==> config.mk <==
export PLATFORM = sky130hd
export DESIGN_NAME = qgdp_back
export DESIGN_NICKNAME = d
export VERILOG_FILES = /design/src/qgdp_pkg.sv /design/src/qgdp_back.sv
export SDC_FILE = /design/constraint.sdc
export NUM_CORES = 1
export LEC_CHECK = 0
export BUFFER_PORTS_ARGS = -buffer_cell sky130_fd_sc_hd__buf_2
export CORE_AREA = 2 2 116 118
export DETAILED_ROUTE_END_ITERATION = 10
export DIE_AREA = 0 0 118 120
export PLACE_DENSITY_LB_ADDON = 0.12
export SLEW_MARGIN = 15
export SYNTH_ARGS = -nofsm -noshare
export SYNTH_HDL_FRONTEND = slang
export SYNTH_SLANG_ARGS = --single-unit
==> constraint.sdc <==
create_clock -name clk -period 9.4 [get_ports clk]
set_input_delay 1.88 -clock clk [delete_from_list [all_inputs] [get_ports clk]]
set_output_delay 1.88 -clock clk [all_outputs]
set_load 0.005 [all_outputs]
==> src/qgdp_pkg.sv <==
// Shared types, widths and helpers for the int4 group dot-product core.
// No dependencies; every other file imports this package.
`timescale 1ns / 1ps
`default_nettype none

package qgdp_pkg;

  localparam int NIBBLES    = 8;   // weights packed per word
  localparam int NIBBLE_W   = 4;
  localparam int ACT_W      = 16;  // Q3.12 activation, scale, bias
  localparam int DEQ_W      = 20;  // q*scale+bias, Q.12
  localparam int PROD_W     = 36;  // act * dequantized weight, Q.24
  localparam int PAIR_W     = PROD_W + 1;
  localparam int WSUM_W     = 40;  // sum of eight products
  localparam int ACC_W      = 56;  // accumulator, Q.24
  localparam int SUM_W      = ACC_W + 1;

  localparam int QUEUE_DEPTH_DEF = 4;

  localparam logic signed [ACC_W-1:0] ACC_MAX = {1'b0, {(ACC_W-1){1'b1}}};
  localparam logic signed [ACC_W-1:0] ACC_MIN = {1'b1, {(ACC_W-1){1'b0}}};

  typedef struct packed {
    logic        [31:0]      weight_word;
    logic signed [ACT_W-1:0] act_0;
    logic signed [ACT_W-1:0] act_1;
    logic signed [ACT_W-1:0] act_2;
    logic signed [ACT_W-1:0] act_3;
    logic signed [ACT_W-1:0] act_4;
    logic signed [ACT_W-1:0] act_5;
    logic signed [ACT_W-1:0] act_6;
    logic signed [ACT_W-1:0] act_7;
    logic signed [ACT_W-1:0] group_scale;
    logic signed [ACT_W-1:0] group_bias;
    logic                    last_word;
  } in_item_t;

  typedef struct packed {
    logic signed [ACC_W-1:0] dot_sum;
    logic                    saturated;
  } out_item_t;

  // One word's reduced contribution, passed from front to back
  typedef struct packed {
    logic signed [WSUM_W-1:0] word_sum;
    logic                     last;
  } word_entry_t;

  // q is unsigned 0..15; result lies in [-2^19, 2^19)
  function automatic logic signed [DEQ_W-1:0] dequant(
    input logic        [NIBBLE_W-1:0] q,
    input logic signed [ACT_W-1:0]    scale,
    input logic signed [ACT_W-1:0]    bias
  );
    logic signed [DEQ_W:0] scaled;
    logic signed [DEQ_W:0] full;
    scaled = $signed({1'b0, q}) * scale;
    full   = scaled + (DEQ_W+1)'(bias);
    return full[DEQ_W-1:0];
  endfunction

endpackage

`default_nettype wire

==> src/qgdp_back.sv <==
// Back end: saturating accumulate of word sums and the result register.
// Depends on qgdp_pkg.
`timescale 1ns / 1ps
`default_nettype none

module qgdp_back (
  input  wire logic                   clk,
  input  wire logic                   rst_n,
  input  wire logic                   pop_valid,
  output logic                        pop_ready,
  input  wire qgdp_pkg::word_entry_t  pop_data,
  output logic                        out_valid,
  input  wire logic                   out_ready,
  output qgdp_pkg::out_item_t         out_data
);
  import qgdp_pkg::*;

  logic signed [ACC_W-1:0] acc_r, acc_nxt;
  logic                    clip_r, clip_nxt;
  logic                    out_valid_r, out_valid_nxt;
  out_item_t               out_data_r, out_data_nxt;
  logic signed [SUM_W-1:0] sum;
  logic signed [ACC_W-1:0] acc_upd;
  logic                    clip_upd;
  logic                    do_pop;

  // a non-final word never touches the result register
  assign pop_ready = !pop_data.last || !out_valid_r || out_ready;
  assign do_pop    = pop_valid && pop_ready;
  assign out_valid = out_valid_r;
  assign out_data  = out_data_r;

  always_comb begin
    sum      = SUM_W'(acc_r) + SUM_W'(pop_data.word_sum);
    acc_upd  = sum[ACC_W-1:0];
    clip_upd = clip_r;
    if (sum[SUM_W-1] != sum[SUM_W-2]) begin
      acc_upd  = sum[SUM_W-1] ? ACC_MIN : ACC_MAX;
      clip_upd = 1'b1;
    end

    acc_nxt       = acc_r;
    clip_nxt      = clip_r;
    out_valid_nxt = out_valid_r && !out_ready;
    out_data_nxt  = out_data_r;
    if (do_pop) begin
      if (pop_data.last) begin
        acc_nxt       = '0;
        clip_nxt      = 1'b0;
        out_valid_nxt = 1'b1;
        out_data_nxt  = '{dot_sum: acc_upd, saturated: clip_upd};
      end else begin
        acc_nxt  = acc_upd;
        clip_nxt = clip_upd;
      end
    end
  end

  always_ff @(posedge clk) begin
    if (!rst_n) begin
      acc_r       <= '0;
      clip_r      <= 1'b0;
      out_valid_r <= 1'b0;
    end else begin
      acc_r       <= acc_nxt;
      clip_r      <= clip_nxt;
      out_valid_r <= out_valid_nxt;
    end
  end

  always_ff @(posedge clk) begin
    out_data_r <= out_data_nxt;
  end

endmodule

`default_nettype wire
==> qor.yml, run 1 <==
global_routing:
  grt.total_usage_pct: 29.26
  grt_pass1_vias: 6540
  grt_util_met3_pct: 5.466
  grt_use_met1_pct: 40.28
  grt_max_degree: 58
  antenna_found_initial: 0
  grt_overflow: 0
  grt.busiest_layer: "met2"
  grt_pass1_wl_microns: 32960
  gr-usage-met2_pct: 45.82
drt:
  antenna_left: 0
  vias: 6877
  finalWirelength_microns: 20360
  wl_per_cell_microns: 17.41
  avgViaCountPerCell: 5.883
  drtPass1Iterations: 7
  drtIter0Drc: 641
  post-route-drc-count: 0
layout:
  drive_gt1_share_pct: 15.81
  n_fill_cell: 1116
  layout.nets: 1082
  layoutNonFillerInstCount: 1169
  mostFrequentLayoutCell: "nand2_1"
  area_growth_syn_to_layout_pct: 15.94
  diodes: 0
  final_cell_mix: "nand2_1, buf_2, nor2_1"
placed_design:
  post-dp-hpwl_microns: 14660
  placed_cells: 1137
  gp_congestion: 0.9358
  port_buffers: 103
floorplan:
  dieWidth_microns: 118
  row_count: 42
  initial_core_util_pct: 58.42
  ios: 104
  die_area_sq_um: 14160
  coreArea_sq_um: 12980
  fp.dieH_microns: 120
clock_tree:
  path_clk_slew_ns: 0.06
  clockRootBuffer: "clkbuf_16"
  cts_tree: "yes"
  post-cts-setup-buffers: 0
  ctsHoldBuffers: 0
  cts_buffers: 17
  clock_latency_ns: 0.43
  clock_sinks: 115
  clock_path_buffers: 2
  h-tree-depth: 4
  post_cts_resized: 0
sta:
  rsz0062_at_grt: "no"
  tns_ns: 0
  hold_viol_final: 0
  worst_pin_slew_ns: 1.136
  setup_viol: 0
  skew_ns: 0.008795
  fin_crit_sh_pct: 59.86
  fmax_mhz: 177.7
  maxSlewViolCount: 0
  slew_headroom_pct: 24.24
  period_needed_ns: 5.627
synth:
  synth_top_flop_cell: "dfxtp_1"
  synth-async-reset-ratio_pct: 0
  postSynthCellCount: 892
  syn_avg_cell_area_sq_um: 8.500
  synth_top_cell_area_share_pct: 22.57
  seq_area_frac_synth_pct: 37.89
  synth_top_area_cell: "edfxtp_1"
  ys_top_cells_by_area: "edfxtp_1, dfxtp_1, ha_1"
  syn-num-nets: 994
  synth-edff-count: 57
  yosysUniqueCellTypes: 67
  synth-seq-cells: 115
  ys_warn_count: 0
  syn_area_sq_um: 7582
power_and_ir_drop:
  power.internal_uw: 1141
  clkPwrFrac_pct: 40.4
  leakagePower_uw: 0.003712
  p_comb_share_pct: 23.3
  switchingPower_uw: 509.5
  powerDensity_nw_per_um2: 187.8
  ir_drop_mv: 0.1402
  swShare_pct: 30.87
  power_frac_seq_pct: 36.2
hold_path:
  hold_depth: 2
  holdCritPathClass: "flip-flop to flip-flop"
worst_setup_path:
  worstPathArrival_ns: 5.92
  cp_slowest_stage_delay_ns: 0.59
  cp_max_fo: 25
  crit_chain: "buf_2 > ha_1 > nand4_2 > or3_1 > or4_1 > a21oi_1 > nor3_1 > o211ai_4 > or3b_1 > mux2i_4 > buf_4 > o21bai_1 > nor2b_1"
  cp-start-kind: "input port"
  endpoint_kind: "flip-flop"
  ff2ff_path_depth: 12
  path_class: "input port to flip-flop"
  critPathRequiredTime_ns: 9.69
  cpMaxStageDelayCell: "mux2i_4"
run:
  drv_cap: 0
outcome:
  status: "completed"
-- power by group through the flow --
stage	clock (uW)	combinational (uW)	sequential [uW]
global placement	0	377	607
detailed placement	0	377	607
finish	668	385	598
global route	693	427	601
CTS	670	381	598
floorplan	0	266	608
-- layout make-up --
class	count	area (sq um)	area share [%]
well taps	176	220.2	2.505
flip-flops and latches	115	2873	32.68
clock inverters	15	181.4	2.064
clock buffers	17	425.4	4.839
multi-input cells	719	4471	50.85
inverters	20	75.07	0.8540
repair buffers	107	545.5	6.206
-- registers in the layout (all words and copies together) (netlist names) --
signal / count
acc_r: 56
clip_r: 1
out_data: 57
out_valid: 1
-- synth_stat cells, drive strengths merged (4+ instances only) --
| cell type | n |
|---|---|
| nor4 | 5 |
| o21a | 6 |
| clkbuf | 23 |
| a21boi | 6 |
| nand3 | 17 |
| nor2b | 13 |
| or3 | 4 |
| nand4 | 13 |
| o31ai | 4 |
| a21o | 18 |
| nor3 | 13 |
| xnor2 | 21 |
| a221o | 4 |
| and2 | 8 |
| maj3 | 7 |
| nand2b | 8 |
| or2 | 5 |
| inv | 20 |
| o211ai | 11 |
| a22o | 7 |
| o21bai | 15 |
| buf | 15 |
| a211oi | 7 |
| a31oi | 8 |
| nor2 | 101 |
| o21ai | 98 |
| edfxtp | 57 |
| ha | 56 |
| xor2 | 29 |
| a21oi | 71 |
| and3 | 5 |
| dfxtp | 58 |
| nand2 | 122 |
-- stage by stage --
stage          hold slack [ns]  util [%]  worst slack, ns  area (sq um)  total power, uW
2_1_floorplan           0.4291         -            4.348          7582            873.8
3_3_place_gp            0.4401     63.05            3.475          8184            983.8
3_5_place_dp            0.4455     63.05            3.344          8184            984.9
4_1_cts                 0.4529     67.73            3.787          8791             1649
5_1_grt                 0.4667     67.73            3.513          8791             1721
6_report                0.4516     67.73            3.773          8791             1651
-- worst paths after layout --
| kind | to | start | slack, ns |
|---|---|---|---|
| worst min-delay path | acc_r[18]$_SDFFE_PN0P_ | acc_r[18]$_SDFFE_PN0P_ | 0.45 |
| worst min register to register | acc_r[18]$_SDFFE_PN0P_ | acc_r[18]$_SDFFE_PN0P_ | 0.45 |
| worst max-delay path | out_data[38]$_DFFE_PP_ | pop_data[38] | 3.77 |
| worst max register to register | out_data[38]$_DFFE_PP_ | acc_r[37]$_SDFFE_PN0P_ | 4.99 |
-- worst max-delay path, delay by kind of cell --
| family | cells | cell delay, ns |
|---|---|---|
| muxes | 1 | 0.59 |
| and+or+nand+nor | 6 | 1.92 |
| buffers and inverters | 2 | 0.53 |
| AOI/OAI and AO/OA | 3 | 0.56 |
| adders and majority gates | 1 | 0.42 |
-- metal layers --
metal  wire (microns)  vias up  share of wire [%]
met3             1128       38                5.5
met1             9466     3218                 47
met5                0        -                  0
met2             9206      214                 45
li1                 -     3407                  -
met4              555        0                2.7
-- cells by family after synthesis --
group / count (synthesis) / synth area share [%]
adders and majority gates: 64 / 10.43
AOI/OAI and AO/OA: 280 / 23.04
DFF: 115 / 37.89
buffers and inverters: 58 / 3.317
xor gates and xnor gates: 50 / 5.875
and+or+nand+nor: 324 / 19.16
muxes: 1 / 0.2970
(Power assumes the default switching activity.)
==> run 2: changes to the inputs <==
- CORE_AREA: 2 2 116 118 -> 2 2 117 119
- DIE_AREA: 0 0 118 120 -> 0 0 119 121
- clock period: 9.4 -> 5.75 ns (I/O delays scaled with it)
==> run 2 against run 1 <==
Critical path depth is the same; die area increased by 1.7%; global-route usage grew 0.32 points; sequential share of layout area barely moved; clock skew decreased by 0.0015 ns; sequential power grew 63%; register-to-register slack worse by 3.4 ns; non-clock buffer count up 5; final cell count is 0.43% higher; routed wire length up 2.1%.
==> qor.yml, run 2 (synthesis results as in run 1) <==
power_and_ir_drop:
  p_comb_share_pct: 24.2  # was 23.3%
  clkPwrFrac_pct: 38.5  # was 40.4%
  power.internal_uw: 1783  # was 1141 uW
  power_frac_seq_pct: 37.3  # was 36.2%
  leakagePower_uw: 0.003718  # was 0.003712 uW
  switchingPower_uw: 835.5  # was 509.5 uW
  powerDensity_nw_per_um2: 298.1  # was 187.8 nW/um^2
  ir_drop_mv: 0.2438  # was 0.1402 mV
  swShare_pct: 31.91  # was 30.87%
layout:
  largest_register_ffs: 57  # unchanged
  final_cell_mix: "nand2_1, buf_2, nor2_1"  # unchanged
  area_growth_syn_to_layout_pct: 15.84  # was 15.94%
  fin_area_sq_um: 8783  # was 8791 sq um
  diodes: 0  # unchanged
  n_fill_cell: 1112  # was 1,116
  layout.nets: 1087  # was 1,082
  mostFrequentLayoutCell: "nand2_1"  # unchanged
  drive_gt1_share_pct: 16.23  # was 15.81%
  seq_area_sq_um: 2873  # unchanged
  multi_input_area_sq_um: 4472  # was 4471 sq um
placed_design:
  post-dp-hpwl_microns: 15090  # was 14,660 microns
  place_area_sq_um: 8222  # was 8184 sq um
  port_buffers: 103  # unchanged
  gp_congestion: 0.9336  # was 0.9358
sta:
  skew_ns: 0.007338  # was 0.008795 ns
  fin_crit_sh_pct: 80.38
  period_needed_ns: 4.622
  hold_viol_final: 0  # unchanged
  tns_ns: 0  # unchanged
  maxSlewViolCount: 0  # unchanged
  rsz0062_at_grt: "no"  # unchanged
  setup_viol: 0  # unchanged
  fmax_mhz: 216.4
  slew_headroom_pct: 47.38  # was 24.24%
  worst_pin_slew_ns: 0.7893  # was 1.136 ns
drt:
  antenna_left: 0  # unchanged
  vias: 6944  # was 6,877
  post-route-drc-count: 0  # unchanged
  drtPass1Iterations: 5  # was 7
  finalWirelength_microns: 20780  # was 20,360 microns
  drtIter0Drc: 560  # was 641
  wl_per_cell_microns: 17.70  # was 17.41 microns
  avgViaCountPerCell: 5.915  # was 5.883
clock_tree:
  clock_sinks: 115  # unchanged
  cts_buffers: 17  # unchanged
  cts_tree: "yes"  # unchanged
  clockRootBuffer: "clkbuf_16"  # unchanged
  h-tree-depth: 4  # unchanged
  post-cts-setup-buffers: 0  # unchanged
  post_cts_resized: 0  # unchanged
  ctsHoldBuffers: 0  # unchanged
  clock_path_buffers: 2  # unchanged
  clock_latency_ns: 0.43  # about the same
  path_clk_slew_ns: 0.06  # about the same
run:
  drv_cap: 0  # unchanged
worst_setup_path:
  r2r-start: "acc_r[37]$_SDFFE_PN0P_"  # unchanged
  endpoint_kind: "flip-flop"  # unchanged
  cp_max_fo: 15  # was 25
  critPathRequiredTime_ns: 6.04  # was 9.69 ns
  cp-start-kind: "input port"  # unchanged
  path_class: "input port to flip-flop"  # unchanged
  worstPathArrival_ns: 4.91  # was 5.92 ns
  crit_start: "pop_data[38]"  # unchanged
floorplan:
  ios: 104  # unchanged
  dieWidth_microns: 119  # was 118 microns
  fp.dieH_microns: 121  # was 120 microns
  die_area_sq_um: 14400  # was 14,160 sq um
  coreArea_sq_um: 13090  # was 12,980 sq um
  row_count: 42  # unchanged
  initial_core_util_pct: 57.95  # was 58.42%
hold_path:
  holdCritStartpoint: "acc_r[4]$_SDFFE_PN0P_"  # was acc_r[18]$_SDFFE_PN0P_
  holdCritPathClass: "flip-flop to flip-flop"  # unchanged
outcome:
  status: "completed"  # unchanged
global_routing:
  grt.total_usage_pct: 29.58  # was 29.26%
  grt_max_degree: 58  # unchanged
  grt_pass1_vias: 6614  # was 6,540
  grt_pass1_wl_microns: 33500  # was 32,960 microns
  antenna_found_initial: 0  # unchanged
  grt_overflow: 0  # unchanged
## run 2: worst paths after layout
check / cells past startpoint / to / slack, ns
max reg2reg: 12 / out_data[38]$_DFFE_PP_ / 1.63
max: 13 / out_data[38]$_DFFE_PP_ / 1.13
min reg2reg: 2 / acc_r[4]$_SDFFE_PN0P_ / 0.45
min: 2 / acc_r[4]$_SDFFE_PN0P_ / 0.45
## run 2: layout make-up
class | count | area share (%)
Clock buffer | 17 | 4.843
Clock inverter | 15 | 1.538
Inverter | 20 | 0.8547
Multi-Input combinational cell | 719 | 50.91
Sequential cell | 115 | 32.71
Tap cell | 176 | 2.507
Timing Repair Buffer | 112 | 6.638
## run 2: through the flow
step | hold WS (ns) | setup slack [ns] | cells | total power [uW] | utilization (%)
after floorplan | 0.4291 | 1.428 | 892 | 1429 | -
after global placement | 0.4385 | 0.8194 | 1142 | 1611 | 62.83
after detailed placement | 0.4454 | 0.7082 | 1142 | 1615 | 62.83
after CTS | 0.4530 | 1.143 | 1174 | 2615 | 67.12
after global routing | 0.4714 | 0.9182 | 1174 | 2736 | 67.13
final | 0.4506 | 1.128 | 1174 | 2618 | 67.13
## run 2: per-layer routing
metal / vias up / track usage [%] / routed length [microns]
li1: 3432 / - / -
met1: 3223 / 40.16 / 9601
met2: 255 / 47.84 / 9410
met3: 34 / 5.733 / 1357
met4: 0 / 9.301 / 414
met5: - / 0 / 0
## run 2: worst max-delay path, stage by stage
cell      delay (ns)
buf_2           0.10
ha_1            0.43
nand4_2         0.19
or3_1           0.46
or4_1           0.54
a21oi_1         0.13
nor3_1          0.13
o211ai_4        0.25
or3b_1          0.45
mux2i_4         0.46
buf_4           0.31
o21bai_1        0.16
nor2b_1         0.15
## run 2: power by group through the flow
| stage | Clock (uW) | Sequential (uW) | Combinational [uW] |
|---|---|---|---|
| final | 1010 | 977 | 633 |
| after global routing | 1050 | 982 | 706 |
| after CTS | 1010 | 977 | 628 |
| after detailed placement | 0 | 994 | 621 |
| after global placement | 0 | 993 | 618 |
| after floorplan | 0 | 994 | 434 |
