<file path="src/qgdp_pkg.sv">
// Shared types, widths and helpers for the int4 group dot-product core.
// No dependencies; every other file imports this package.
`timescale 1ns / 1ps
`default_nettype none

package qgdp_pkg;

  localparam int NIBBLES    = 8;   // weights packed per word
  localparam int NIBBLE_W   = 4;
  localparam int ACT_W      = 16;  // Q3.12 activation, scale, bias
  localparam int DEQ_W      = 20;  // q*scale+bias, Q.12
  localparam int PROD_W     = 36;  // act * dequantized weight, Q.24
  localparam int PAIR_W     = PROD_W + 1;
  localparam int WSUM_W     = 40;  // sum of eight products
  localparam int ACC_W      = 56;  // accumulator, Q.24
  localparam int SUM_W      = ACC_W + 1;

  localparam int QUEUE_DEPTH_DEF = 4;

  localparam logic signed [ACC_W-1:0] ACC_MAX = {1'b0, {(ACC_W-1){1'b1}}};
  localparam logic signed [ACC_W-1:0] ACC_MIN = {1'b1, {(ACC_W-1){1'b0}}};

  typedef struct packed {
    logic        [31:0]      weight_word;
    logic signed [ACT_W-1:0] act_0;
    logic signed [ACT_W-1:0] act_1;
    logic signed [ACT_W-1:0] act_2;
    logic signed [ACT_W-1:0] act_3;
    logic signed [ACT_W-1:0] act_4;
    logic signed [ACT_W-1:0] act_5;
    logic signed [ACT_W-1:0] act_6;
    logic signed [ACT_W-1:0] act_7;
    logic signed [ACT_W-1:0] group_scale;
    logic signed [ACT_W-1:0] group_bias;
    logic                    last_word;
  } in_item_t;

  typedef struct packed {
    logic signed [ACC_W-1:0] dot_sum;
    logic                    saturated;
  } out_item_t;

  // One word's reduced contribution, passed from front to back
  typedef struct packed {
    logic signed [WSUM_W-1:0] word_sum;
    logic                     last;
  } word_entry_t;

  // q is unsigned 0..15; result lies in [-2^19, 2^19)
  function automatic logic signed [DEQ_W-1:0] dequant(
    input logic        [NIBBLE_W-1:0] q,
    input logic signed [ACT_W-1:0]    scale,
    input logic signed [ACT_W-1:0]    bias
  );
    logic signed [DEQ_W:0] scaled;
    logic signed [DEQ_W:0] full;
    scaled = $signed({1'b0, q}) * scale;
    full   = scaled + (DEQ_W+1)'(bias);
    return full[DEQ_W-1:0];
  endfunction

endpackage

`default_nettype wire

</file>
<file path="src/qgdp_queue.sv">
// Short FIFO of word sums between front and back ends.
// Depends on qgdp_pkg.
`timescale 1ns / 1ps
`default_nettype none

module qgdp_queue #(
  parameter int DEPTH = qgdp_pkg::QUEUE_DEPTH_DEF
) (
  input  wire logic                   clk,
  input  wire logic                   rst_n,
  input  wire logic                   push_valid,
  output logic                        push_ready,
  input  wire qgdp_pkg::word_entry_t  push_data,
  output logic                        pop_valid,
  input  wire logic                   pop_ready,
  output qgdp_pkg::word_entry_t       pop_data
);
  import qgdp_pkg::*;

  localparam int PTR_W = (DEPTH > 1) ? $clog2(DEPTH) : 1;
  localparam int CNT_W = $clog2(DEPTH + 1);

  word_entry_t      slot_r [DEPTH];
  logic [PTR_W-1:0] wr_ptr_r, rd_ptr_r;
  logic [CNT_W-1:0] count_r;
  logic             do_push, do_pop;

  assign push_ready = (count_r != CNT_W'(DEPTH));
  assign pop_valid  = (count_r != '0);
  assign pop_data   = slot_r[rd_ptr_r];
  assign do_push    = push_valid && push_ready;
  assign do_pop     = pop_valid && pop_ready;

  always_ff @(posedge clk) begin
    if (!rst_n) begin
      wr_ptr_r <= '0;
      rd_ptr_r <= '0;
      count_r  <= '0;
    end else begin
      if (do_push) begin
        wr_ptr_r <= (wr_ptr_r == PTR_W'(DEPTH-1)) ? '0 : wr_ptr_r + 1'b1;
      end
      if (do_pop) begin
        rd_ptr_r <= (rd_ptr_r == PTR_W'(DEPTH-1)) ? '0 : rd_ptr_r + 1'b1;
      end
      if (do_push && !do_pop) begin
        count_r <= count_r + 1'b1;
      end else if (do_pop && !do_push) begin
        count_r <= count_r - 1'b1;
      end
    end
  end

  always_ff @(posedge clk) begin
    if (do_push) begin
      slot_r[wr_ptr_r] <= push_data;
    end
  end

endmodule

`default_nettype wire

</file>
<file path="config.mk">
export PLATFORM = sky130hd
export DESIGN_NAME = qgdp_queue
export DESIGN_NICKNAME = d
export VERILOG_FILES = /design/src/qgdp_pkg.sv /design/src/qgdp_queue.sv
export SDC_FILE = /design/constraint.sdc
export NUM_CORES = 1
export LEC_CHECK = 0
export ABC_CLOCK_PERIOD_IN_PS = 2100
export BUFFER_PORTS_ARGS = -buffer_cell sky130_fd_sc_hd__buf_2
export CELL_PAD_IN_SITES_DETAIL_PLACEMENT = 1
export CELL_PAD_IN_SITES_GLOBAL_PLACEMENT = 1
export CORE_MARGIN = 2
export CORE_UTILIZATION = 45
export CTS_CLUSTER_SIZE = 8
export DETAILED_ROUTE_END_ITERATION = 7
export PLACE_DENSITY = 0.79
export SLEW_MARGIN = 0
export SYNTH_ARGS = -nofsm -noshare
export SYNTH_HDL_FRONTEND = slang
export SYNTH_SLANG_ARGS = --single-unit
</file>
<file path="constraint.sdc">
create_clock -name clk -period 2.1 [get_ports clk]
set_input_delay 0.105 -clock clk [delete_from_list [all_inputs] [get_ports clk]]
set_output_delay 0.105 -clock clk [all_outputs]
set_load 0.02 [all_outputs]
</file>
==> results.sh, run 1 <==
export IMPL_drc=0
export IMPL_via_count=3184
export IMPL_required_ps=2450
export IMPL_timing_rr_start="count_r[2]"
export IMPL_peakVddDrop_v=0.000779
export IMPL_cts_sinks=173
export IMPL_cap_violations=0
export IMPL_syn_cell_area_sq_mm=0.00639
export IMPL_synth_top_area_share_pct=77.0
export IMPL_ys_ff_latch=173
export IMPL_initial_utilization_pct=46.1
export IMPL_overflow=0
export IMPL_cts_inserted_buffers=17
export IMPL_dp_hpwl_mm=7.69
export IMPL_cts_root_buf="clkbuf_16"
export IMPL_yosysUniqueCellTypes=27
export IMPL_r2r_cells=8
export IMPL_fin_crit_ps=2000
export IMPL_stdcell_count=614
export IMPL_worstSetupPathType="reg2reg"
export IMPL_seq_area_frac_synth_pct=79.9
export IMPL_preCtsSetupSlack_ps=-37.3
export IMPL_hold_path_depth=2
export IMPL_first_pass_iters=4
export IMPL_fin_crit_sh_pct=95.3
export IMPL_hp_start="rst_n"
export IMPL_synth_area_leaders="edfxtp_1, mux4_2, dfxtp_1"
export IMPL_dieArea_sq_mm=0.0152
export IMPL_io_pins=88
export IMPL_syn_inst=266
export IMPL_r2r_end="count_r[2]"
export IMPL_crit_path_end_kind="flop"
export IMPL_fmax_ghz=0.500
export IMPL_syn2layout_area_growth_pct=30.4
export IMPL_p_leak_nw=2.90
export IMPL_power_density_mw_per_mm2=1270
export IMPL_antenna_found_initial=0
export IMPL_rsz0062_at_grt="false"
export IMPL_syn_nets=318
export IMPL_ctsHtreeMaxLevel=4
export IMPL_core_sq_mm=0.0139
export IMPL_io_buffers=87
export IMPL_worst_setup_path_start_kind="flop"
export IMPL_min_path_type="in2reg"
export IMPL_total_power_w=0.0106
export IMPL_clk_latency_ps=420
export IMPL_timing_hold_worst_endpoint="count_r[1]"
export IMPL_placementRows=43
export IMPL_setup_violations=0
export IMPL_viasPerCell=5.19
export IMPL_nNetsFinal=473
export IMPL_setup_tns_final_ps=0
export IMPL_clk_path_buf_depth=2
export IMPL_chipHeight_um=123
export IMPL_drt_total_wl_mm=12.7
export IMPL_drtIter0Drc=155
export IMPL_die_x_um=123
export IMPL_cts_tree="built"
export IMPL_grt_pass1_wl_mm=19.6
export IMPL_ant_nets=0
export IMPL_diodes=0
export IMPL_grt_max_degree=26
export IMPL_dp_cells=535
export IMPL_slew_violations=0
export IMPL_status="complete, no violations"
export IMPL_setup_ws_ps=98.6
export IMPL_grt_pass1_vias=3595
export IMPL_gp_congestion=0.681
export IMPL_drive_gt1_share_pct=44.9
export IMPL_wl_per_cell_um=20.6
export IMPL_multi_input_area_sq_mm=0.00125
export IMPL_nFillCells=1188
export IMPL_reg2reg_slack_ps=100
export IMPL_clkTransAtPathRegs_ps=60
export IMPL_finalHoldViolations=0
export IMPL_synth_largest_area_cell="edfxtp_1"
export IMPL_regArea_sq_mm=0.00512
export IMPL_tightest_slew_ps=413
export IMPL_worstPathArrival_ps=2350
export IMPL_avgSynthCellArea_sq_um=24.0
export IMPL_track_usage_pct=18.5
export IMPL_slew_headroom_pct=72.5
export IMPL_clock_skew_ps=4.88
export IMPL_yosysWarnings=0
export IMPL_crit_fanout=3
worst max-delay path by stage:
stage               startpoint          to  slack (ps)  depth (start not counted)
floorplan           count_r[1]  count_r[2]           4                          9
global route        count_r[2]  count_r[2]          50                          8
finish              count_r[2]  count_r[2]         100                          8
CTS                 count_r[1]  count_r[2]           6                          8
detailed placement  count_r[1]  count_r[2]         -40                          8
global placement    count_r[1]  count_r[2]          90                          8
area by class of cell:
class                   instances  area share [%]
clock buffers                  18            5.15
clock inverters                14            3.24
inverters                       3           0.135
multi-input cells              78            15.1
flip-flops and latches        173            61.4
well taps                     180            2.70
repair buffers                148            12.3
worst max-delay path, stage by stage, from the launching register on:
cell and delay, ps:
dfxtp_4 350, or3b_4 230, and2_4 160, ha_4 150, inv_2 40, fa_2 350, xor2_2 170, or3_4 330
a21boi_2 140
cell families after synthesis:
| group | after synthesis | synth area share (%) |
|---|---|---|
| compound gates | 6 | 0.548 |
| xor+xnor | 2 | 0.274 |
| fa+ha+maj | 7 | 1.49 |
| simple gates | 20 | 1.84 |
| flops | 173 | 79.9 |
| buf+inv | 15 | 1.23 |
| mux | 43 | 14.8 |
layer usage:
| metal | routed length [um] | share of wire, % | global-route usage [%] |
|---|---|---|---|
| met5 | 0 | 0 | 0 |
| met4 | 197 | 1.6 | 6.68 |
| met3 | 554 | 4.4 | 5.72 |
| met2 | 6710 | 53 | 31.4 |
| met1 | 5190 | 41 | 22.3 |
power breakdown:
| group | switching, W | internal [W] |
|---|---|---|
| Sequential | 0.000140 | 0.00421 |
| Combinational | 0.00140 | 0.00117 |
| Clock | 0.00121 | 0.00245 |
metrics by stage:
| step | util [%] | area, sq um | hold WS (ps) |
|---|---|---|---|
| detailed placement | 51.4 | 7140 | 323 |
| CTS | 59.7 | 8290 | 10.0 |
| global placement | 51.4 | 7140 | 316 |
| global route | 60.1 | 8340 | 28.6 |
| finish | 60.1 | 8340 | 31.2 |
| floorplan | - | 6410 | 204 |
cells in the final DEF (no fill, tap or decap), drive strengths merged:
| master | instances |
|---|---|
| or3b | 1 |
| clkbuf | 18 |
| inv | 3 |
| edfxtp | 164 |
| a21boi | 1 |
| o21ai | 4 |
| xnor2 | 1 |
| mux4 | 41 |
| xor2 | 1 |
| o31ai | 1 |
| nor2b | 1 |
| buf | 106 |
| clkinvlp | 1 |
| and3 | 4 |
| dfxtp | 9 |
| ha | 6 |
| bufinv | 8 |
| nand4 | 1 |
| nand2 | 5 |
| or3 | 2 |
| and2 | 2 |
| clkinv | 5 |
| dlygate4sd3 | 42 |
| fa | 1 |
| mux2i | 2 |
| nor2 | 2 |
| nand3 | 2 |
synth_stat cells:
cell type and instances:
mux2i_1 2, and2_1 1, xnor2_1 1, fa_1 1
nand4_1 1, or3b_1 1, buf_1 5, o21ai_0 3
o31ai_1 1, nor2_1 2, inv_1 3, and2_4 1
edfxtp_1 164, a21boi_0 1, nand2_1 5, ha_1 6
nor2b_1 1, xor2_1 1, dfxtp_1 9, mux4_2 41
and3_2 4, buf_4 4, or3_2 2, clkbuf_1 2
nand3_1 2, o21ai_1 1, buf_6 1
registers in the layout, summed over array words and instances (netlist names), named ones only:
name and count:
slot_r 164, count_r 3, rd_ptr_r 2, wr_ptr_r 2
timing repair:
action | 4_1_cts | 5_1_grt
resized for setup | 4 | 5
endpoints found under the setup margin | 1 | 1
hold buffers | 42 | 0
cloned | 0 | 0
endpoints found under the hold margin | 165 | 0
pin swaps | 5 | 5
setup buffers | 1 | 4
(Power assumes the default switching activity.)
==> inputs of run 2 (changes only) <==
CTS_CLUSTER_DIAMETER = 120   (was default)
MAX_ROUTING_LAYER = met4   (was default)
==> results.sh, run 2 (synthesized netlist as in run 1, its figures left out) <==
export IMPL_nNetsFinal=473
export IMPL_cp_cell_sequence="or3b_4 -> and2_4 -> ha_4 -> inv_2 -> fa_2 -> xor2_2 -> or3_4 -> a21boi_2"
export IMPL_ctsHtreeMaxLevel=4
export IMPL_required_ps=2450
export IMPL_nFillCells=1188
export IMPL_via_count=3173
export IMPL_chipHeight_um=123
export IMPL_grt_pass1_vias=3602
export IMPL_gp_congestion=0.687
export IMPL_finalHoldViolations=0
export IMPL_viasPerCell=5.17
export IMPL_drtIter0Drc=160
export IMPL_final_cell_mix="edfxtp_1, buf_2, dlygate4sd3_1"
export IMPL_fmax_ghz=0.499
export IMPL_fin_crit_ps=2000
export IMPL_core_sq_mm=0.0139
export IMPL_die_x_um=123
export IMPL_worstSetupPathType="reg2reg"
export IMPL_initial_utilization_pct=46.1
export IMPL_crit_fanout=3
export IMPL_slew_headroom_pct=72.5
export IMPL_tightest_slew_ps=413
export IMPL_dp_hpwl_mm=7.69
export IMPL_clk_latency_ps=420
export IMPL_slowest_delay_ps=350
export IMPL_largest_reg_flops=164
export IMPL_largestRegisters="slot_r x164, count_r x3"
export IMPL_p_leak_nw=2.90
export IMPL_comb_power_share_pct=24.3
export IMPL_cap_violations=0
export IMPL_min_path_type="in2reg"
export IMPL_io_buffers=87
export IMPL_drc=0
export IMPL_seqPwrFrac_pct=41.1
export IMPL_switching_share_pct=26.0
export IMPL_diodes=0
export IMPL_p_int_w=0.00784
export IMPL_wl_per_cell_um=20.6
export IMPL_cts_sinks=173
export IMPL_worstPathArrival_ps=2360
export IMPL_cp_slowest_cell="dfxtp_4"
export IMPL_ant_nets=0
export IMPL_dieArea_sq_mm=0.0152
export IMPL_clock_skew_ps=6.02
export IMPL_regMostFlops="slot_r"
export IMPL_fin_crit_sh_pct=95.4
export IMPL_grt_pass1_wl_mm=19.6
export IMPL_cts_inserted_buffers=17
export IMPL_peakVddDrop_v=0.000786
export IMPL_syn2layout_area_growth_pct=30.4
export IMPL_drive_gt1_share_pct=44.9
export IMPL_slew_violations=0
export IMPL_crit_path_end_kind="flop"
export IMPL_overflow=0
export IMPL_grt_max_degree=26
export IMPL_power_density_mw_per_mm2=1270
export IMPL_clk_path_buf_depth=2
export IMPL_final_util_pct=60.1
export IMPL_setup_tns_final_ps=0
export IMPL_holdWs_ps=27.4
export IMPL_cts_root_buf="clkbuf_16"
export IMPL_clkTransAtPathRegs_ps=60
export IMPL_p_sw_w=0.00276
export IMPL_clock_power_share_pct=34.6
export IMPL_status="complete, no violations"
export IMPL_track_usage_pct=19.1
export IMPL_layout_commonest_cell="edfxtp_1"
export IMPL_cts_tree="built"
export IMPL_rsz0062_at_grt="false"
export IMPL_worst_setup_path_start_kind="flop"
export IMPL_antenna_found_initial=0
export IMPL_placementRows=43
export IMPL_drt_total_wl_mm=12.7
export IMPL_setup_violations=0
export IMPL_first_pass_iters=4
export IMPL_io_pins=88
==> run 2: cell counts in the layout (fill, tap and decap cells not counted) <==
No cell type changed its count.
==> run 2: critical path: cells and delay by family, from the launching register on <==
family,cells,cell delay [ps]
buffers and inverters,1,40
XOR/XNOR,1,170
AND/OR/NAND/NOR,3,720
adder cells (fa/ha/maj),2,500
flip-flops,1,350
AO/OA/AOI/OAI,1,140
==> run 2: layer usage <==
layer / wire length, um / vias up / global-route usage [%]
met5: 0 / - / -
met4: 178 / 0 / 6.89
met3: 515 / 18 / 6.04
met2: 6720 / 73 / 31.4
met1: 5270 / 1655 / 22.3
li1: - / 1427 / -
==> run 2: final timing paths <==
kind / cells after the start / from / slack [ps] / endpoint
max reg2reg: 8 / count_r[2] / 100 / count_r[2]
min: 2 / rst_n / 30 / count_r[1]
min reg2reg: 2 / wr_ptr_r[1] / 510 / wr_ptr_r[1]
max: 8 / count_r[2] / 100 / count_r[2]
==> run 2: metrics by stage <==
stage / total power [W] / cell area, sq um / setup slack (ps) / cells
6_report: 0.0106 / 8340 / 97.1 / 614
5_1_grt: 0.0111 / 8340 / 48.1 / 614
4_1_cts: 0.0106 / 8290 / 5.66 / 610
3_5_place_dp: 0.00682 / 7140 / -37.3 / 535
3_3_place_gp: 0.00671 / 7140 / 91.1 / 535
2_1_floorplan: 0.00600 / 6410 / 3.57 / 266
==> run 2: timing repair <==
| item | CTS | global route |
|---|---|---|
| gates cloned | 0 | 0 |
| gates resized for setup | 4 | 5 |
| setup endpoints to repair | 1 | 1 |
| setup buffers | 1 | 4 |
| hold buffers | 42 | 0 |
| endpoints found under the hold margin | 165 | 0 |
| pin swaps | 5 | 5 |
==> run 2: cell type report <==
| cell class | count | area, sq um | share of cell area, % |
|---|---|---|---|
| clock buffers | 18 | 429 | 5.15 |
| clock inverters | 14 | 270 | 3.24 |
| inverters | 3 | 11.3 | 0.135 |
| multi-input cells | 78 | 1250 | 15.1 |
| flip-flops and latches | 173 | 5120 | 61.4 |
| well taps | 180 | 225 | 2.70 |
| repair buffers | 148 | 1020 | 12.3 |
==> run 2: power by group through the flow <==
stage	clock, W	combinational [W]	sequential [W]
6_report	0.00367	0.00258	0.00435
5_1_grt	0.00388	0.00280	0.00439
4_1_cts	0.00375	0.00253	0.00436
3_5_place_dp	0	0.00241	0.00442
3_3_place_gp	0	0.00233	0.00438
2_1_floorplan	0	0.00164	0.00436
==> inputs of run 3 (changes only) <==
CORE_UTILIZATION = 47   (was 45)
CTS_BUF_LIST = sky130_fd_sc_hd__clkbuf_8   (was default)
PLACE_DENSITY = 0.82   (was 0.79)
RECOVER_POWER = 50   (was default)
==> results.sh, run 3 (synthesized netlist as in run 1, its figures left out) <==
export IMPL_status="complete, no violations"
export IMPL_switching_share_pct=28.1
export IMPL_syn2layout_area_growth_pct=25.2
export IMPL_slew_headroom_pct=75.7
export IMPL_holdWs_ps=128
export IMPL_diodes=0
export IMPL_cp_slowest_cell="dfxtp_4"
export IMPL_fin_crit_ps=2060
export IMPL_dieArea_sq_mm=0.0145
export IMPL_first_pass_iters=4
export IMPL_drc=0
export IMPL_required_ps=2470
export IMPL_worst_path_buf_inv=1
export IMPL_crit_family="simple AND/OR/NAND/NOR gates"
export IMPL_p_sw_w=0.00261
export IMPL_peakVddDrop_v=0.000771
export IMPL_via_count=3216
export IMPL_min_path_type="in2reg"
export IMPL_setup_violations=0
export IMPL_cap_violations=0
export IMPL_ant_nets=0
export IMPL_cp_cell_sequence="or3b_4 -> and2_4 -> ha_4 -> inv_1 -> fa_2 -> xor2_1 -> or3_4 -> a21boi_2"
export IMPL_worstPathArrival_ps=2430
export IMPL_placementRows=42
export IMPL_slowest_delay_ps=370
export IMPL_rsz0062_at_grt="true"
export IMPL_initial_utilization_pct=48.3
export IMPL_cts_tree="built"
export IMPL_final_area_sq_mm=0.00800
export IMPL_crit_fanout=5
export IMPL_wl_per_cell_um=20.6
export IMPL_finalHoldViolations=0
export IMPL_cts_sinks=173
export IMPL_grt_pass1_vias=3528
export IMPL_cts_inserted_buffers=17
export IMPL_io_pins=88
export IMPL_p_leak_nw=2.68
export IMPL_tightest_slew_ps=364
export IMPL_cts_root_buf="clkbuf_8"
export IMPL_ctsHtreeMaxLevel=4
export IMPL_clock_power_share_pct=26.1
export IMPL_largestRegisters="slot_r x164, count_r x3"
export IMPL_fin_crit_sh_pct=98.0
export IMPL_viasPerCell=5.26
export IMPL_layout_commonest_cell="edfxtp_1"
export IMPL_grt_pass1_wl_mm=19.8
export IMPL_core_sq_mm=0.0132
export IMPL_worstSetupPathType="reg2reg"
export IMPL_regMostFlops="slot_r"
export IMPL_clk_path_buf_depth=2
export IMPL_clock_skew_ps=9.25
export IMPL_nNetsFinal=474
export IMPL_clk_latency_ps=450
export IMPL_p_int_w=0.00667
export IMPL_io_buffers=87
export IMPL_largest_reg_flops=164
export IMPL_dp_hpwl_mm=7.93
export IMPL_track_usage_pct=19.3
export IMPL_setup_tns_final_ps=0
export IMPL_total_power_w=0.00928
export IMPL_final_cell_mix="edfxtp_1, buf_2, dlygate4sd3_1"
export IMPL_worst_setup_path_start_kind="flop"
export IMPL_chipHeight_um=121
export IMPL_fmax_ghz=0.486
export IMPL_drive_gt1_share_pct=34.5
export IMPL_grt_max_degree=25
export IMPL_drt_total_wl_mm=12.6
export IMPL_seqPwrFrac_pct=47.1
export IMPL_antenna_found_initial=0
export IMPL_slew_violations=0
export IMPL_power_density_mw_per_mm2=1160
export IMPL_gp_congestion=0.764
export IMPL_overflow=0
export IMPL_drtIter0Drc=214
export IMPL_crit_path_end_kind="flop"
export IMPL_comb_power_share_pct=26.8
export IMPL_die_x_um=121
export IMPL_place_area_sq_mm=0.00713
export IMPL_clkTransAtPathRegs_ps=80
-- run 3: cell count changes in the layout (fill, tap and decap cells not counted), sizes merged, moves of 2 or more --
cell / before / now
dlygate4sd3: 42 / 44
clkbuf: 18 / 64
inv: 3 / 5
buf: 106 / 64
bufinv: 8 / 3
-- run 3: routing by layer --
metal  vias up  global-route usage, %  part of all wire (%)  routed length (um)
met5         -                      -                     0                   0
met4         0                   7.78                   2.0                 254
met3        23                   3.73                   3.7                 471
met2        79                   31.0                    52                6550
met1      1690                   24.7                    42                5320
li1       1424                      -                     -                   -
-- run 3: stage by stage --
| step | cells | setup slack [ps] | utilization [%] |
|---|---|---|---|
| after floorplan | 266 | 3.57 | - |
| after global placement | 532 | 92.6 | 53.8 |
| after detailed placement | 532 | -80.5 | 53.8 |
| after CTS | 610 | 47.8 | 60.6 |
| after global routing | 611 | -23.2 | 60.4 |
| final | 611 | 43.0 | 60.4 |
-- run 3: what timing repair did --
item,4_1_cts,5_1_grt
pin swaps,1,2
buffers inserted,2,1
gates cloned,0,0
hold buffers,44,0
endpoints found under the setup margin,15,1
resized for setup,3,3
endpoints found under the hold margin,167,0
-- run 3: worst paths after layout --
path               startpoint     endpoint  slack [ps]  cells past startpoint
setup / recovery   count_r[2]   count_r[2]          40                      8
hold / removal      pop_ready         flop         130                      4
setup reg to reg   count_r[2]   count_r[2]          40                      8
hold reg to reg   wr_ptr_r[1]  wr_ptr_r[1]         530                      2
-- run 3: worst register-to-register path: stages, from the launching register on --
cell and delay, ps:
dfxtp_4 370, or3b_4 240, and2_4 160, ha_4 140
inv_1 50, fa_2 330, xor2_1 180, or3_4 340
a21boi_2 170
-- run 3: area by class of cell --
type	count	area, sq um
repair buffers	149	972
fillers	1208	5240
flip-flops and latches	173	5120
clock inverters	9	115
multi-input cells	78	1250
clock buffers	23	317
inverters	3	11.3
well taps	176	220
-- run 3: power groups by stage --
stage,Clock (W),Sequential (W),Combinational (W)
5_1_grt,0.00260,0.00441,0.00269
4_1_cts,0.00248,0.00436,0.00251
6_report,0.00243,0.00437,0.00249
3_5_place_dp,0,0.00447,0.00235
3_3_place_gp,0,0.00443,0.00228
2_1_floorplan,0,0.00436,0.00164
